File: config.mk
export PLATFORM = sky130hd
export DESIGN_NAME = crc_checked_frame_receiver
export DESIGN_NICKNAME = d
export VERILOG_FILES = /design/src/sv/cfr_pkg.sv /design/src/sv/cfr_check.sv /design/src/sv/crc_checked_frame_receiver.sv
export SDC_FILE = /design/constraint.sdc
export NUM_CORES = 1
export LEC_CHECK = 0
export BUFFER_PORTS_ARGS = -buffer_cell sky130_fd_sc_hd__buf_2
export CORE_ASPECT_RATIO = 0.5
export CORE_MARGIN = 2
export CORE_UTILIZATION = 45
export CTS_CLUSTER_SIZE = 30
export DETAILED_ROUTE_END_ITERATION = 12
export GPL_ROUTABILITY_DRIVEN = 1
export GPL_TIMING_DRIVEN = 1
export PLACE_DENSITY = 0.64
export SLEW_MARGIN = 20
export SYNTH_ARGS = -nofsm -noshare
export SYNTH_HDL_FRONTEND = slang
export SYNTH_SLANG_ARGS = --single-unit
File: constraint.sdc
create_clock -name clk_i -period 29.4 [get_ports clk_i]
set_input_delay 1.47 -clock clk_i [delete_from_list [all_inputs] [get_ports clk_i]]
set_output_delay 1.47 -clock clk_i [all_outputs]
set_load 0.05 [all_outputs]
File: src/sv/cfr_pkg.sv
// Shared types and constants for the CRC-checked frame receiver.
// Depends on nothing; used by cfr_check and crc_checked_frame_receiver.
`timescale 1ns / 1ps
`default_nettype none

package cfr_pkg;

  localparam int unsigned FRAME_BYTES = 24;
  // bytes covered by the CRC (0..21), CRC itself in 22..23
  localparam int unsigned CRC_SPAN    = 22;
  // stored body: bytes 2..22; byte 23 is taken straight from the wire
  localparam int unsigned BODY_BYTES  = FRAME_BYTES - 2;
  localparam int unsigned STORE_BYTES = BODY_BYTES - 1;

  localparam logic [15:0] CRC_INIT    = 16'hFFFF;
  localparam logic [15:0] CRC_POLY    = 16'h1021;
  localparam logic [7:0]  CONF_MAX    = 8'd100;
  localparam logic [15:0] SEQ_RST     = 16'hFFFF;
  localparam logic [15:0] ANGLE_NONE  = 16'h8000;
  localparam logic [15:0] WIDTH_NONE  = 16'hFFFF;

  localparam int unsigned OUT_TDATA_W = 152;

  // register indexes on the configuration port
  localparam logic [1:0] REG_HEADER_FIRST  = 2'd0;
  localparam logic [1:0] REG_HEADER_SECOND = 2'd1;
  localparam logic [1:0] REG_VERSION       = 2'd2;
  localparam logic [1:0] REG_MSG_TYPE      = 2'd3;

  // input word kinds carried on s_axis_tuser
  localparam logic CMD_RX_BYTE    = 1'b0;
  localparam logic CMD_LINK_RESET = 1'b1;

  typedef enum logic [2:0] {
    ST_ACCEPTED  = 3'd0,
    ST_CRC_ERR   = 3'd1,
    ST_VERSION   = 3'd2,
    ST_MSG_TYPE  = 3'd3,
    ST_CONF_RNG  = 3'd4,
    ST_DUPLICATE = 3'd5,
    ST_SYNC_LOSS = 3'd6
  } status_e;

  // body[k] holds frame byte k+2
  typedef logic [BODY_BYTES-1:0][7:0] body_t;

  typedef struct packed {
    status_e     status;
    logic [15:0] sequence_res;
    logic [31:0] sender_time_ms;
    logic [7:0]  mode;
    logic [7:0]  status_flags;
    logic [15:0] lateral_error;
    logic [15:0] heading_error;
    logic [15:0] road_width;
    logic [15:0] junction_info;
    logic [7:0]  confidence;
    logic [7:0]  anomaly_flags;
    logic        vision_valid;
  } result_t;

endpackage

`default_nettype wire

File: src/sv/cfr_check.sv
// Frame check and field decode for one finished 24-byte frame.
// Depends on cfr_pkg. Purely combinational; the caller registers the result.
`timescale 1ns / 1ps
`default_nettype none

module cfr_check (
  input  var cfr_pkg::body_t   body_i,
  input  wire logic [15:0]     crc_i,
  input  wire logic [7:0]      exp_version_i,
  input  wire logic [7:0]      exp_msg_type_i,
  input  wire logic [15:0]     last_seq_i,
  input  wire logic            seq_seen_i,
  output cfr_pkg::result_t     res_o
);

  // byte n of the frame sits at body index n-2
  logic [15:0] seq;
  logic [15:0] lat;
  logic [15:0] head;
  logic [15:0] rw;
  logic [15:0] crc_rx;
  logic [7:0]  flags;

  assign seq    = {body_i[3],  body_i[2]};
  assign lat    = {body_i[11], body_i[10]};
  assign head   = {body_i[13], body_i[12]};
  assign rw     = {body_i[15], body_i[14]};
  assign crc_rx = {body_i[21], body_i[20]};
  assign flags  = body_i[9];

  always_comb begin
    res_o = '0;
    if (crc_rx != crc_i) begin
      res_o.status = cfr_pkg::ST_CRC_ERR;
    end else if (body_i[0] != exp_version_i) begin
      res_o.status = cfr_pkg::ST_VERSION;
    end else if (body_i[1] != exp_msg_type_i) begin
      res_o.status = cfr_pkg::ST_MSG_TYPE;
    end else if (body_i[18] > cfr_pkg::CONF_MAX) begin
      res_o.status = cfr_pkg::ST_CONF_RNG;
    end else if (seq_seen_i && (seq == last_seq_i)) begin
      res_o.status = cfr_pkg::ST_DUPLICATE;
    end else begin
      res_o.status = cfr_pkg::ST_ACCEPTED;
    end
    res_o.sequence_res   = seq;
    res_o.sender_time_ms = {body_i[7], body_i[6], body_i[5], body_i[4]};
    res_o.mode           = body_i[8];
    res_o.status_flags   = flags;
    res_o.lateral_error  = lat;
    res_o.heading_error  = head;
    res_o.road_width     = rw;
    res_o.junction_info  = {body_i[16], body_i[17]};
    res_o.confidence     = body_i[18];
    res_o.anomaly_flags  = body_i[19];
    res_o.vision_valid   = flags[0] && (lat != cfr_pkg::ANGLE_NONE)
                           && (head != cfr_pkg::ANGLE_NONE) && (rw != cfr_pkg::WIDTH_NONE);
  end

endmodule

`default_nettype wire

File: src/sv/crc_checked_frame_receiver.sv
// Serial frame receiver: header hunt, 24-byte collect, CRC-16/CCITT-FALSE and field checks.
// Depends on cfr_pkg and cfr_check.
//
//  channel | dir | tdata (low bit up)                              | tuser
//  s_axis  | in  | rx_byte[7:0]                                    | cmd
//  m_axis  | out | sequence_res, sender_time_ms, mode, status_flags,| status[2:0]
//          |     | lateral_error, heading_error, road_width,       |
//          |     | junction_info, confidence, anomaly_flags,       |
//          |     | vision_valid, 7 zero bits                       |
//  cfg     | in  | cfg_we_i / cfg_idx_i / cfg_wdata_i, no read-back |
//
// One word accepted per cycle while s_axis_tready is high; a result is registered for m_axis.
// The per-byte CRC update (8 shift steps) sets the clock path.
// An output register plus a skid register let a word in while a result is stalled;
// s_axis_tready drops only when both hold a result.
// Reset: sync lost, sequence memory cleared, header 0xAA 0x55, version and type 1.
`timescale 1ns / 1ps
`default_nettype none

module crc_checked_frame_receiver (
  input  wire logic                             clk_i,
  input  wire logic                             rst_ni,

  input  wire logic                             s_axis_tvalid,
  output      logic                             s_axis_tready,
  input  wire logic [7:0]                       s_axis_tdata,  // rx_byte
  input  wire logic                             s_axis_tuser,  // cmd

  output      logic                             m_axis_tvalid,
  input  wire logic                             m_axis_tready,
  output      logic [cfr_pkg::OUT_TDATA_W-1:0]  m_axis_tdata,  // see table above
  output      logic [2:0]                       m_axis_tuser,  // status

  input  wire logic                             cfg_we_i,
  input  wire logic [1:0]                       cfg_idx_i,
  input  wire logic [7:0]                       cfg_wdata_i
);

  localparam logic [1:0] PH_WAIT1   = 2'd0;
  localparam logic [1:0] PH_WAIT2   = 2'd1;
  localparam logic [1:0] PH_COLLECT = 2'd2;

  localparam logic [4:0] CNT_FIRST = 5'd2;
  localparam logic [4:0] CNT_LAST  = 5'(cfr_pkg::FRAME_BYTES - 1);
  localparam logic [4:0] CNT_FULL  = 5'(cfr_pkg::FRAME_BYTES);
  localparam logic [4:0] CNT_CRC   = 5'(cfr_pkg::CRC_SPAN);

  function automatic logic [15:0] crc_byte(input logic [15:0] crc, input logic [7:0] b);
    logic [15:0] c;
    c = crc ^ {b, 8'h00};
    for (int k = 0; k < 8; k++) begin
      c = c[15] ? ({c[14:0], 1'b0} ^ cfr_pkg::CRC_POLY) : {c[14:0], 1'b0};
    end
    return c;
  endfunction

  // configuration
  logic [7:0] hdr1_q, hdr2_q, ver_q, type_q;

  always_ff @(posedge clk_i or negedge rst_ni) begin
    if (!rst_ni) begin
      hdr1_q <= 8'hAA;
      hdr2_q <= 8'h55;
      ver_q  <= 8'h01;
      type_q <= 8'h01;
    end else if (cfg_we_i) begin
      unique case (cfg_idx_i)
        cfr_pkg::REG_HEADER_FIRST:  hdr1_q <= cfg_wdata_i;
        cfr_pkg::REG_HEADER_SECOND: hdr2_q <= cfg_wdata_i;
        cfr_pkg::REG_VERSION:       ver_q  <= cfg_wdata_i;
        cfr_pkg::REG_MSG_TYPE:      type_q <= cfg_wdata_i;
        default:  ;
      endcase
    end
  end

  // receive state
  logic [1:0]  phase_q, phase_d;
  logic [4:0]  cnt_q, cnt_d;
  logic [15:0] crc_q, crc_d;
  logic [15:0] lseq_q, lseq_d;
  logic        seen_q, seen_d;
  logic [7:0]  store_q [cfr_pkg::STORE_BYTES];

  logic              accept;
  logic [7:0]        rx_b;
  logic [15:0]       crc_src;
  logic [15:0]       crc_next;
  logic              wr_en;
  logic [4:0]        wr_idx;
  cfr_pkg::body_t    body;
  cfr_pkg::result_t  chk_res;
  cfr_pkg::result_t  r;
  logic              r_valid;

  assign accept = s_axis_tvalid && s_axis_tready;
  assign rx_b   = s_axis_tdata;
  assign wr_idx = cnt_q - CNT_FIRST;

  // a fresh hunt restarts the CRC, otherwise it runs on
  assign crc_src  = ((phase_q == PH_WAIT1) || ((phase_q == PH_WAIT2) && (rx_b != hdr2_q)))
                    ? cfr_pkg::CRC_INIT : crc_q;
  assign crc_next = crc_byte(crc_src, rx_b);

  always_comb begin
    for (int k = 0; k < int'(cfr_pkg::STORE_BYTES); k++) begin
      body[k] = store_q[k];
    end
    body[cfr_pkg::BODY_BYTES-1] = rx_b;
  end

  cfr_check u_check (
    .body_i         (body),
    .crc_i          (crc_q),
    .exp_version_i  (ver_q),
    .exp_msg_type_i (type_q),
    .last_seq_i     (lseq_q),
    .seq_seen_i     (seen_q),
    .res_o          (chk_res)
  );

  always_comb begin
    phase_d = phase_q;
    cnt_d   = cnt_q;
    crc_d   = crc_q;
    lseq_d  = lseq_q;
    seen_d  = seen_q;
    wr_en   = 1'b0;
    r_valid = 1'b0;
    r       = '0;
    r.status = cfr_pkg::ST_SYNC_LOSS;
    if (accept) begin
      if (s_axis_tuser == cfr_pkg::CMD_LINK_RESET) begin
        // link reset
        phase_d = PH_WAIT1;
        cnt_d   = '0;
        crc_d   = cfr_pkg::CRC_INIT;
        lseq_d  = cfr_pkg::SEQ_RST;
        seen_d  = 1'b0;
      end else begin
        unique case (phase_q)
          PH_WAIT1: begin
            if (rx_b == hdr1_q) begin
              crc_d   = crc_next;
              phase_d = PH_WAIT2;
            end else begin
              r_valid = 1'b1;
            end
          end
          PH_WAIT2: begin
            if (rx_b == hdr2_q) begin
              crc_d   = crc_next;
              cnt_d   = CNT_FIRST;
              phase_d = PH_COLLECT;
            end else if (rx_b == hdr1_q) begin
              crc_d = crc_next;
            end else begin
              phase_d = PH_WAIT1;
              r_valid = 1'b1;
            end
          end
          PH_COLLECT: begin
            if (cnt_q < CNT_FULL) begin
              if (cnt_q < CNT_CRC) begin
                crc_d = crc_next;
              end
              if (cnt_q == CNT_LAST) begin
                phase_d = PH_WAIT1;
                cnt_d   = '0;
                r_valid = 1'b1;
                r       = chk_res;
                if (chk_res.status == cfr_pkg::ST_ACCEPTED) begin
                  lseq_d = chk_res.sequence_res;
                  seen_d = 1'b1;
                end
              end else begin
                wr_en = 1'b1;
                cnt_d = cnt_q + 5'd1;
              end
            end else begin
              phase_d = PH_WAIT1;
              cnt_d   = '0;
            end
          end
          default: begin
            phase_d = PH_WAIT1;
            cnt_d   = '0;
          end
        endcase
      end
    end
  end

  always_ff @(posedge clk_i or negedge rst_ni) begin
    if (!rst_ni) begin
      phase_q <= PH_WAIT1;
      cnt_q   <= '0;
      crc_q   <= cfr_pkg::CRC_INIT;
      lseq_q  <= cfr_pkg::SEQ_RST;
      seen_q  <= 1'b0;
    end else begin
      phase_q <= phase_d;
      cnt_q   <= cnt_d;
      crc_q   <= crc_d;
      lseq_q  <= lseq_d;
      seen_q  <= seen_d;
    end
  end

  always_ff @(posedge clk_i) begin
    if (wr_en) begin
      store_q[wr_idx] <= rx_b;
    end
  end

  // output register and skid register
  logic              o_valid_q, sk_valid_q;
  cfr_pkg::result_t  o_q, sk_q;
  logic              o_stall;

  assign o_stall       = o_valid_q && !m_axis_tready;
  assign s_axis_tready = !sk_valid_q;

  always_ff @(posedge clk_i or negedge rst_ni) begin
    if (!rst_ni) begin
      o_valid_q  <= 1'b0;
      sk_valid_q <= 1'b0;
    end else if (o_stall) begin
      if (r_valid) begin
        sk_valid_q <= 1'b1;
      end
    end else if (sk_valid_q) begin
      o_valid_q  <= 1'b1;
      sk_valid_q <= r_valid;
    end else begin
      o_valid_q <= r_valid;
    end
  end

  always_ff @(posedge clk_i) begin
    if (o_stall) begin
      if (r_valid) begin
        sk_q <= r;
      end
    end else if (sk_valid_q) begin
      o_q <= sk_q;
      if (r_valid) begin
        sk_q <= r;
      end
    end else if (r_valid) begin
      o_q <= r;
    end
  end

  assign m_axis_tvalid = o_valid_q;
  assign m_axis_tuser  = o_q.status;
  assign m_axis_tdata  = {7'b0, o_q.vision_valid, o_q.anomaly_flags, o_q.confidence,
                          o_q.junction_info, o_q.road_width, o_q.heading_error,
                          o_q.lateral_error, o_q.status_flags, o_q.mode,
                          o_q.sender_time_ms, o_q.sequence_res};

  // checks
  a_skid_behind_out: assert property (@(posedge clk_i) disable iff (!rst_ni)
    sk_valid_q |-> o_valid_q)
    else $error("skid holds a word while the output register is empty");

  a_count_range: assert property (@(posedge clk_i) disable iff (!rst_ni)
    (phase_q == PH_COLLECT) |-> ((cnt_q >= CNT_FIRST) && (cnt_q < CNT_FULL)))
    else $error("byte count out of range while collecting");

  a_sync_loss_zero: assert property (@(posedge clk_i) disable iff (!rst_ni)
    (m_axis_tvalid && (m_axis_tuser == cfr_pkg::ST_SYNC_LOSS)) |-> (m_axis_tdata == '0))
    else $error("sync-loss result carries nonzero fields");

  a_link_reset: assert property (@(posedge clk_i) disable iff (!rst_ni)
    (accept && (s_axis_tuser == cfr_pkg::CMD_LINK_RESET))
      |=> ((phase_q == PH_WAIT1) && !seen_q && (crc_q == cfr_pkg::CRC_INIT)))
    else $error("link reset did not clear sync and sequence memory");

  a_no_frame_outside_collect: assert property (@(posedge clk_i) disable iff (!rst_ni)
    (r_valid && (r.status != cfr_pkg::ST_SYNC_LOSS)) |-> (phase_q == PH_COLLECT))
    else $error("frame status produced outside collect phase");

endmodule

`default_nettype wire
After elaboration in Yosys (flattened, before gate mapping):

Memories as Yosys holds them, arrays and structs flattened.
Index checks and enable logic that the tools add are counted.

* input bits: 24
* logic and storage cells: 174
* RAM bits: 168
* memories: 1
* output and inout bits: 157
* register bits after elaboration: 370

Memory list
* store_q: depth 21, bits a word 8, read ports 21, clocked after Yosys merged registers in 0, wr ports 1, line crc_checked_frame_receiver.sv:83 `logic [7:0] store_q [cfr_pkg::STORE_BYTES];`

* bitwise gates (word level): 10
* reductions and logical operators: 29
* $lt $le $gt $ge: 3
* eq/ne operators: 24
* multiplexer cells: 70
* $add $sub $neg: 2

Operators by type and width (count)
* 148-bit two-way mux: 10
* 16-bit two-way mux: 11
* 13-bit two-way mux: 8
* 16-bit != test, second input constant: 3
* 16-bit one-hot mux with 3 select lines: 1
* 8-bit != test: 3
* 3-bit NOT: 8
* 1-bit two-way mux: 22
* 5-bit two-way mux: 4
* 16-bit equality test: 1
* 8-bit equality test: 2
* 16-bit != test: 1
* 16-bit XOR: 1
* 3-bit two-way mux: 5
* 5-bit one-hot mux with 3 select lines: 1
* 2-bit two-way mux: 6
* 2-bit nonzero test: 6
* 5-bit < comparator, second input constant: 2
* 2-bit AND reduction: 5
* 8-bit by 7-bit greater-than comparator with 1-bit output, second input constant: 1
* 4-bit AND reduction: 2
* 1-bit logical AND: 7
* 2-bit equality test, second input constant: 3
* 3-bit by 2-bit != test with 1-bit output, second input constant: 2
* other kinds (18): 23

Depth between registers and ports, before layout:

Gate-level depths: netlist of the first run.

* word-level depth: 25
* mapped depth: 10
* depth with buffers taken out: 8

By module:

Synthesis of the first run repeated with hierarchy kept, for this count alone.

* cell total of the unflattened synthesis: 1428
* area, all modules: 22054.9 um^2

Modules (own cells, without submodules)
* crc_checked_frame_receiver: times used 1, seq. area each 15837.7 um^2, cells each 1192, area each 20265.7 um^2
* cfr_check: times used 1, seq. area each 0.0 um^2, cells each 236, area each 1789.2 um^2

Least setup slack after synthesis of the first run:

OpenSTA, ideal clock, no wires.

* path type: in2reg
* from: input s_axis_tdata[6]
* to: register o_q (netlist bit m_axis_tdata[0]), enable pin
* buffers on the path: 2
* stages on the path: 8
* arrival time: 9.726 ns
* library setup time: 0.695 ns
* path slack: 18.978 ns
* required time: 28.705 ns
* path through: buf_2 > xnor2_1 > and4_1 > a21oi_2 > buf_2 > o211ai_1 > a21o_1 > a21boi_1

* word-level cells in the longest chain between the ends: 8
* elaborated cells on any way between the ends: 9
* classes of those cells: eq/ne (2); mux (5); reduce/logical (2)

RTL lines
* start: declaration: line crc_checked_frame_receiver.sv:26 `input wire logic [7:0] s_axis_tdata,`
* 8-bit equality test: line crc_checked_frame_receiver.sv:143, crc_checked_frame_receiver.sv:155
* 1-bit two-way mux: line crc_checked_frame_receiver.sv:143, crc_checked_frame_receiver.sv:155
* 1-bit two-way mux: line crc_checked_frame_receiver.sv:151 `if (rx_b == hdr2_q) begin`
* 1-bit one-hot mux with 3 select lines *: line crc_checked_frame_receiver.sv:141 `unique case (phase_q)`
* 1-bit two-way mux *: line crc_checked_frame_receiver.sv:133 `if (s_axis_tuser == cfr_pkg::CMD_LINK_RESET) begin`
* 1-bit two-way mux *: line crc_checked_frame_receiver.sv:132 `if (accept) begin`
* 2-bit nonzero test (no source line) *
* 2-bit AND reduction (no source line) *
* end signal: assignment: line crc_checked_frame_receiver.sv:246 `o_q <= sk_q;`
* end signal: assignment: line crc_checked_frame_receiver.sv:251 `o_q <= r;`
* end: declaration: line crc_checked_frame_receiver.sv:218 `cfr_pkg::result_t o_q, sk_q;`

Every way passes the cells marked *; elsewhere a longest branch is shown, timed or not.
A chain may end at the register's enable or synchronous reset.

==> results of run 1 <==
==> power by group <==
part	leakage [nW]	switching [mW]	total (mW)	internal, mW
clock network	0.738	0.273	0.616	0.342
logic	3.92	0.239	0.326	0.0873
registers	5.20	0.0404	0.951	0.910
==> worst min path at each step <==
stage,end,depth (start not counted)
2_1_floorplan,seen_q,1
3_3_place_gp,seen_q,1
3_5_place_dp,seen_q,1
4_1_cts,seen_q,1
5_1_grt,seen_q,1
6_report,m_axis_tdata[132],1
==> logic make-up after synthesis <==
kind of cell             share of synthesized area [%]
flip-flops                                        72.4
AND/OR/NAND/NOR                                   9.91
AO/OA/AOI/OAI                                     9.36
buffers and inverters                             1.98
XOR/XNOR                                          3.78
multiplexers                                      1.97
adder cells (fa/ha/maj)                          0.572
other                                           0.0171
==> cells in the final DEF (no fill, tap or decap), types with 29 or more instances in the layout <==
cell type and n:
edfxtp_1 464, buf_2 173, and2_1 148, a21o_1 147, nor2_1 100, clkbuf_16 48, xor2_1 45, xnor2_1 44
dfstp_2 42, mux2_2 32, dfrtp_1 31, nand2_1 29
==> cells in the mapped netlist (all sizes together), types with 22 or more instances <==
library cell / instances
and2: 148
edfxtp: 464
nor2: 101
buf: 22
clkbuf: 56
xor2: 45
mux2: 33
dfrtp: 32
dfstp: 42
nand2: 29
xnor2: 44
a21o: 147
a211oi: 22
==> worst max-delay path, cell delays in order <==
cell	delay, ns
buf_2	0.72
xnor2_1	0.20
and4_1	0.25
a21oi_2	0.61
nor2_1	0.16
o21ai_1	0.19
and3_4	0.64
buf_4	0.69
buf_4	0.69
==> sequential cells by signal (all words and copies together), names as in the netlist <==
signal,count
store_q,168
sk_q,148
m_axis_tdata,145
crc_q,16
lseq_q,16
hdr1_q,8
hdr2_q,8
type_q,8
ver_q,8
cnt_q,5
m_axis_tuser,3
phase_q,2
m_axis_tvalid,1
seen_q,1
sk_valid_q,1
==> layout make-up <==
cell class | instances | area (µm²) | share of cell area [%]
clock inverters | 20 | 240 | 0.964
repair buffers | 189 | 1020 | 4.10
flip-flops and latches | 538 | 15800 | 63.6
inverters | 16 | 60.1 | 0.241
clock buffers | 66 | 1280 | 5.13
diodes | 2 | 5.00 | 0.0201
well taps | 649 | 812 | 3.26
multi-input cells | 806 | 5660 | 22.7
==> metal layers <==
layer	up-vias	routed length, µm
met1	6329	21000
met5	-	0
met2	313	23700
met3	64	2470
li1	5682	-
met4	0	816
==> out/metrics.cfg, run 1 <==
[run_status]
status = completed

[die]
rows = 57
die_height_um = 160
start_util_pct = 45.3
ios = 181
dieWidth_um = 316
dieArea_um2 = 50500
core_area_um2 = 48300

[clock_network]
cts_tree = done
ctsResizeCount = 0
holdBufCountCts = 0
clock-root-buffer = clkbuf_16
clk_latency_ns = 0.59
htree_num_levels = 2
post_cts.repair.setup_buffers = 0
clkTransAtPathRegs_ns = 0.06
clk_path_buf_depth = 3
numCtsBuffers = 47
cts.sinks = 538

[setup_path]
critPathKind = input pin to register
arrival_ns = 5.73
r2r-end = sk_q[110]
r2r_slack_ns = 24.63
endpoint_kind = register
critPathMaxFanout = 53
critPathLaunchType = input pin
startpoint = s_axis_tdata[5]
r2r_start = phase_q[1]
critPathRequiredTime_ns = 29.61
rr_worst_depth = 9
critical_path.endpoint = sk_q[110]

[global_routing]
use_met2_pct = 31.8
grt_pass1_wl_mm = 74.2
top_usage_layer = met2
track_usage_pct = 19.1
grt_max_degree = 149
grtUsageMet1_pct = 26.4
antenna_found_initial = 2
grt.overflow.total = 0
grt_util_met3_pct = 3.09
grt_pass1_vias = 12500

[timing]
fin_ws_ns = 23.88
fin_worst_skew_ns = 0.0312
worst_pin_slew_ns = 1.05
setup_violations = 0
fin_crit_sh_pct = 18.8
fin_hold_ws_ns = 0.504
rsz0062_at_grt = no
maxSlewViolCount = 0
timing.slew.headroom_pct = 29.9
fmax_mhz = 181
hold_viol_final = 0
fin_setup_tns_ns = 0
period_minus_slack_ns = 5.52

[cells_and_area]
final_nets = 1632
fin_cells = 2286
fin_area_um2 = 24900
drive_above_1_share_pct = 21.3
fill_cells = 3974
syn2layout_area_growth_pct = 13.9
post-route-util_pct = 51.6

[detailed_routing]
routedWlPerCell_um = 21.0
drt_iter0_drc = 1029
drc = 0
via_per_inst = 5.42
firstDrtPassIters = 5
vias = 12400
ant_nets = 0
drt-total-wl_mm = 48.0

[yosys]
ys_ff_latch = 538
synth-seq-area-share_pct = 72.4
yosysUniqueCellTypes = 62
synth_area_um2 = 21900
async_flop_share_pct = 13.8
ys_warn_count = 0
synthTopCellsByArea = edfxtp_1 64%, a21o_1 5.0%, dfstp_2 5.0%
syn_inst = 1432
synth_top_area_share_pct = 63.7
synth-edff-count = 464
avgSynthCellArea_um2 = 15.3
yosysTopAreaCell = edfxtp_1
synth_flop_cell = edfxtp_1

[run]
drv_cap = 0

[placed_design]
dpl.hpwl_mm = 30.3
dpl_worst_slack_ns = 23.30
port-buffer-count = 173
post_dp_cell_area_um2 = 23400
gp_congestion = 0.820
dp_cells = 2197

[power_and_ir_drop]
total_leakage_power_nw = 9.85
max-vdd-ir-drop_uv = 34.4
total_power_mw = 1.89
p_per_area_nw_per_um2 = 75.9

[worst_hold_path]
hp-start = sk_q[13]
hold_path.class = register to register

(Power assumes the default switching activity.)
==> run 2: changes to the inputs <==
ABC_AREA = 1   (was default)
PLACE_DENSITY = 0.66   (was 0.64)
clock period = 4.75 ns   (was 29.4 ns; I/O delays follow)
==> run 2 against run 1 <==
Register-to-register slack worse by 23 ns. Worst setup slack worse by 22 ns. Core utilization up 1.0 points. Critical path type unchanged. Largest power group unchanged.
==> out/metrics.cfg, run 2 <==
[setup_path]
slowest_delay_ns = 0.66  ; -0.06 ns
critPathMaxFanout = 47  ; -11%
rr_worst_depth = 10  ; +1
critPathKind = input pin to register
critPathRequiredTime_ns = 4.99  ; -24.62 ns
slowest_stage = nor2_4
arrival_ns = 3.39  ; -2.34 ns
r2r_slack_ns = 1.62  ; -23.01 ns
critPathBufInv = 4  ; +1
endpoint_kind = register
r2r_start = cnt_q[1]
critPathLaunchType = input pin
r2r-end = m_axis_tdata[109]
cp_cell_sequence = dlygate4sd3_1 > buf_2 > buf_4 > xnor2_1 > nand2_1 > nor2_1 > nand2_1 > nand2_2 > nand2_4 > a21oi_4 > nor3_1 > nor2_1 > nor2_4 > buf_12
crit_family = simple AND/OR/NAND/NOR gates

[cells_and_area]
post-route-util_pct = 52.6  ; +1.0 points
regMostFlops = store_q
final_cell_mix = 464 x edfxtp_1, 379 x nand2_1, 229 x inv_1, 216 x nor2_1, 199 x o21ai_0
drive_above_1_share_pct = 15.6  ; -5.6 points
seq_area_um2 = 15800  ; unchanged
multi_input_area_um2 = 4680  ; -17%
fin_area_um2 = 24800  ; -0.44%
final_nets = 2057  ; +26%
syn2layout_area_growth_pct = 14.6
antenna_cells = 0  ; -2
largest_reg_flops = 168  ; unchanged
layout_commonest_cell = edfxtp_1
fin_cells = 2697  ; +18%
fill_cells = 4055  ; +2.0%

[detailed_routing]
drt-total-wl_mm = 47.5  ; -1.0%
routedWlPerCell_um = 17.6  ; -16%
drt_iter0_drc = 1326  ; +29%
firstDrtPassIters = 5  ; unchanged
ant_nets = 0  ; unchanged
drc = 0  ; unchanged
vias = 13600  ; +9.7%
via_per_inst = 5.04  ; -7.0%

[placed_design]
dpl_worst_slack_ns = 1.16  ; -22.15 ns
dp_cells = 2607  ; +19%
dpl.hpwl_mm = 29.9  ; -1.2%
port-buffer-count = 173  ; unchanged
post_dp_cell_area_um2 = 23300  ; -0.24%
gp_congestion = 0.866  ; +5.6%

[yosys]
synth-seq-area-share_pct = 73.2  ; +0.79 points
synthTopCellsByCount = 464 x edfxtp_1, 379 x nand2_1, 230 x inv_1
synth-adder-area-share_pct = 0.578  ; +0.0062 points
async_flop_share_pct = 13.8  ; unchanged
synth_xor_area_share_pct = 1.74  ; -2.0 points
synthSimpleGateAreaFrac_pct = 13.1  ; +3.2 points
synth-edff-count = 464  ; unchanged
synthTopCellsByArea = edfxtp_1 64%, nand2_1 6.6%, dfstp_2 5.1%
ys_ff_latch = 538  ; unchanged
synth_top_area_share_pct = 64.4  ; +0.69 points
synth_most_common_cell = edfxtp_1
yosysTopAreaCell = edfxtp_1
synth_top_family_by_area = simple AND/OR/NAND/NOR gates
yosysUniqueCellTypes = 40  ; -35%
synth_flop_cell = edfxtp_1
avgSynthCellArea_um2 = 11.8  ; -23%
synth_compound_area_share_pct = 5.84  ; -3.5 points
synth_area_um2 = 21600  ; -1.1%
muxShareOfSynthArea_pct = 0  ; -2.0 points
ys_warn_count = 0  ; unchanged
syn_inst = 1838  ; +28%

[clock_network]
numCtsBuffers = 47  ; unchanged
clk_path_buf_depth = 3  ; unchanged
clock-root-buffer = clkbuf_16
clkTransAtPathRegs_ns = 0.06  ; about the same
clk_latency_ns = 0.58  ; about the same
cts.sinks = 538  ; unchanged
htree_num_levels = 2  ; unchanged
cts_tree = done

[timing]
rsz0062_at_grt = no
fmax_mhz = 317
timing.slew.headroom_pct = 27.0  ; -2.9 points
period_minus_slack_ns = 3.15
worst_pin_slew_ns = 1.09  ; +0.0459 ns
setup_violations = 0  ; unchanged
hold_viol_final = 0  ; unchanged
fin_ws_ns = 1.60  ; -22.28 ns
maxSlewViolCount = 0  ; unchanged
fin_worst_skew_ns = 0.0219  ; -0.00937 ns
fin_crit_sh_pct = 66.4

[global_routing]
antenna_found_initial = 1  ; -1
grt.overflow.total = 0  ; unchanged
track_usage_pct = 18.8  ; -0.22 points
grt_max_degree = 100  ; -33%
grt_pass1_vias = 13200  ; +5.4%
grt_pass1_wl_mm = 73.8  ; -0.47%

[die]
die_height_um = 159  ; -0.53%
start_util_pct = 45.9  ; +0.58 points
dieWidth_um = 314  ; -0.53%
ios = 181  ; unchanged
dieArea_um2 = 50000  ; -1.1%
core_area_um2 = 47200  ; -2.3%
rows = 56  ; -1.8%

[worst_hold_path]
min_path_cells = 3  ; +2
hp-start = cfg_wdata_i[7]
hold_path.class = input pin to register
hold_end = hdr1_q[7]

[run]
drv_cap = 0  ; unchanged

[power_and_ir_drop]
total_leakage_power_nw = 9.63  ; -2.3%
max-vdd-ir-drop_uv = 252  ; +630%
total_power_mw = 10.9  ; +480%
p_per_area_nw_per_um2 = 441  ; +480%

[run_status]
status = completed

==> run 2: logic make-up (layout without fill, tap and decap cells) <==
logic type,after synthesis,after routing
buffers and inverters,301,516
DFF,538,538
and+or+nand+nor,704,704
adders and majority gates,10,10
xor gates and xnor gates,43,43
other,1,7
AOI/OAI and AO/OA,241,241
==> run 2: what timing repair did <==
item | 4_1_cts | 5_1_grt
gates resized for setup | 0 | 0
hold buffers | 5 | 0
endpoints found under the hold margin | 10 | 0
setup buffers | 0 | 0
==> run 2: how the worst max path moves through the flow <==
stage	startpoint	to	slack [ns]	cells after the start
floorplan	hdr2_q[0]	sk_q[0]	-1.65	11
global placement	s_axis_tdata[1]	m_axis_tdata[109]	1.25	14
detailed placement	s_axis_tdata[1]	m_axis_tdata[111]	1.16	14
CTS	s_axis_tdata[2]	m_axis_tdata[109]	1.61	14
global route	hdr2_q[0]	m_axis_tdata[103]	1.36	13
finish	s_axis_tdata[2]	m_axis_tdata[109]	1.60	14
==> run 2: area by class of cell <==
type | count | share of cell area, %
multi-input combinational | 1005 | 18.9
clock inverter | 19 | 0.696
tap | 638 | 3.22
inverter | 232 | 3.54
sequential | 538 | 63.9
clock buffer | 66 | 5.15
timing repair buffer | 199 | 4.68
==> run 2: worst min-delay path: stages <==
cell,delay (ns)
buf_2,0.09
inv_1,0.12
o21ai_0,0.11
==> run 2: through the flow <==
step	TNS (ns)	hold WS [ns]
6_report	0	0.0197
5_1_grt	0	0.0237
4_1_cts	0	0.00245
3_5_place_dp	0	0.382
3_3_place_gp	0	0.366
2_1_floorplan	-244.83	-0.0581
==> run 2: layer usage <==
metal | routed length, µm | track usage, % | vias to the layer above
li1 | - | - | 6507
met3 | 2230 | 2.67 | 63
met1 | 21100 | 26.0 | 6690
met2 | 23300 | 31.6 | 333
met5 | 0 | 0 | -
met4 | 874 | 4.57 | 0
==> run 2: where the power goes <==
group	internal (mW)	leakage [nW]	switching (mW)
clock network	2.00	0.708	1.68
registers	5.54	5.05	0.183
logic	0.370	3.87	1.17
==> run 3: changes to the inputs <==
PLACE_DENSITY = 0.64   (was 0.66)
clock period = 3 ns   (was 4.75 ns; I/O delays follow)
==> run 3 against run 2 <==
Die area unchanged. Total power grew 59%. Sequential power rose by 57%. Worst setup slack worse by 1.4 ns. Flip-flop and latch count is the same. Via count fell by 1.1%. First-iteration DRC count down 21%. Clock skew is 0.0020 ns lower. Final cell count increased by 1.4%. Design area up 1.6%. Global-route usage decreased by 0.24 points. Largest cell class unchanged. Highest routed layer unchanged.
==> out/metrics.cfg, run 3 (synthesis gave the netlist of run 2 again) <==
[global_routing]
grt_pass1_wl_mm = 73.0  ; -1.2%
grt.overflow.total = 0  ; unchanged
grt_pass1_vias = 13000  ; -1.5%
grt_max_degree = 144  ; +44%
antenna_found_initial = 0  ; -1
track_usage_pct = 18.6  ; -0.24 points

[clock_network]
clk_latency_ns = 0.58  ; about the same
numCtsBuffers = 48  ; +2.1%
cts.sinks = 538  ; unchanged
clock-root-buffer = clkbuf_16
clkTransAtPathRegs_ns = 0.06  ; about the same
htree_num_levels = 2  ; unchanged
cts_tree = done
clk_path_buf_depth = 3  ; unchanged
post_cts.repair.setup_buffers = 0  ; unchanged

[placed_design]
port-buffer-count = 173  ; unchanged
dpl.hpwl_mm = 29.8  ; -0.37%
gp_congestion = 0.860  ; -0.61%
dpl_worst_slack_ns = 0.288  ; -0.868 ns

[cells_and_area]
seq_area_um2 = 15800  ; unchanged
syn2layout_area_growth_pct = 16.4
regMostFlops = store_q
fill_cells = 3971  ; -2.1%
largest_reg_flops = 168  ; unchanged
drive_above_1_share_pct = 16.6  ; +0.95 points
final_cell_mix = 464 x edfxtp_1, 379 x nand2_1, 229 x inv_1, 216 x nor2_1, 199 x o21ai_0
final_nets = 2096  ; +1.9%
layout_commonest_cell = edfxtp_1
antenna_cells = 0  ; unchanged
multi_input_area_um2 = 4680  ; about the same

[power_and_ir_drop]
swShare_pct = 27.2  ; -0.47 points
power.net_switching_mw = 4.73  ; +56%
p_per_area_nw_per_um2 = 689  ; +56%
max-vdd-ir-drop_uv = 418  ; +66%
combPwrFrac_pct = 13.8  ; -0.2 points
power_frac_seq_pct = 51.7  ; -0.6 points
total_leakage_power_nw = 10.0  ; +3.8%
clockPowerShare_pct = 34.6  ; +0.9 points
p_int_mw = 12.6  ; +60%

[setup_path]
path_common_cell = nor2_1
endpoint_kind = register
slowest_stage = dfrtp_1
critPathMaxFanout = 79  ; +68%
r2r_slack_ns = 0.22  ; -1.40 ns
r2r_start = cnt_q[1]
r2r-end = m_axis_tdata[88]
rr_worst_depth = 10  ; unchanged
critPathLaunchType = register
arrival_ns = 3.00  ; -0.39 ns
slowest_delay_ns = 0.44  ; -0.22 ns
cp_cell_sequence = ha_1 > nand2_1 > nor3_2 > inv_1 > nor2_1 > a21oi_4 > nor3_1 > nor2_1 > nor2_4 > buf_12
critPathRequiredTime_ns = 3.22  ; -1.77 ns
critPathKind = register to register

[worst_hold_path]
hold_path.class = input pin to register
hp-start = s_axis_tdata[6]
hold_end = store_q[17][6]
min_path_cells = 1  ; -2

[run_status]
status = completed

[detailed_routing]
via_per_inst = 4.91  ; -2.5%
ant_nets = 0  ; unchanged
drc = 0  ; unchanged
vias = 13400  ; -1.1%
drt-total-wl_mm = 46.9  ; -1.3%
firstDrtPassIters = 5  ; unchanged
drt_iter0_drc = 1046  ; -21%
routedWlPerCell_um = 17.1  ; -2.7%

[die]
dieArea_um2 = 50000  ; unchanged
rows = 56  ; unchanged
dieWidth_um = 314  ; unchanged
die_height_um = 159  ; unchanged
start_util_pct = 45.9  ; unchanged
core_area_um2 = 47200  ; unchanged
ios = 181  ; unchanged

[timing]
worst_pin_slew_ns = 1.07  ; -0.0224 ns
fin_crit_sh_pct = 92.7
rsz0062_at_grt = no
fin_hold_ws_ns = 0.0437  ; +0.0240 ns
setup_violations = 0  ; unchanged
fin_setup_tns_ns = 0  ; unchanged
fin_worst_skew_ns = 0.0199  ; -0.00197 ns
maxSlewViolCount = 0  ; unchanged
timing.slew.headroom_pct = 28.2  ; +1.2 points
period_minus_slack_ns = 2.78
hold_viol_final = 0  ; unchanged
fin_ws_ns = 0.219  ; -1.38 ns
fmax_mhz = 360

[run]
drv_cap = 0  ; unchanged

-- run 3: metal layers --
layer  track usage [%]  routed length (µm)  vias to the layer above
li1                  -                   -                     6587
met1              25.6               20700                     6551
met2              31.4               23400                      261
met3              2.98                2210                       47
met4              3.72                 606                        0
met5                 0                   0                        -
-- run 3: stage by stage --
step | power [mW] | cells | utilization (%) | cell area, µm²
finish | 17.4 | 2736 | 53.4 | 25200
global route | 18.0 | 2736 | 53.4 | 25200
CTS | 17.5 | 2736 | 53.4 | 25200
detailed placement | 11.5 | 2636 | 49.9 | 23500
global placement | 11.5 | 2636 | 49.9 | 23500
floorplan | 10.9 | 1844 | - | 21700
-- run 3: how the worst max path moves through the flow --
stage,from,to,slack [ns],cells past startpoint
floorplan,hdr2_q[0],sk_q[0],-3.40,11
global placement,s_axis_tdata[6],m_axis_tdata[67],0.39,11
detailed placement,cnt_q[1],m_axis_tdata[67],0.29,10
CTS,cnt_q[1],m_axis_tdata[67],0.27,10
global route,cnt_q[1],m_axis_tdata[65],0.03,10
finish,cnt_q[1],m_axis_tdata[88],0.22,10
-- run 3: area by class of cell --
type / count / area share (%)
Timing Repair Buffer: 237 / 5.88
Sequential cell: 538 / 62.9
Tap cell: 638 / 3.17
Clock inverter: 19 / 0.864
Inverter: 232 / 3.48
Multi-Input combinational cell: 1005 / 18.6
Clock buffer: 67 / 5.17
-- run 3: power by group through the flow --
stage	clock network, mW	logic, mW	registers, mW
after floorplan	0	1.02	9.85
after global placement	0	2.35	9.13
after detailed placement	0	2.38	9.14
after CTS	6.12	2.40	8.98
after global routing	6.37	2.61	9.03
final	6.00	2.39	8.98
-- run 3: timing repair --
action | 4_1_cts | 5_1_grt
resized for setup | 0 | 0
endpoints found under the hold margin | 56 | 0
hold buffers | 14 | 0
-- run 3: critical path: cells and delay by family, from the launching register on --
kind            cells  cell delay (ns)
simple gates        6             1.13
buf+inv             2             0.45
flops               1             0.44
fa+ha+maj           1             0.23
compound gates      1             0.07
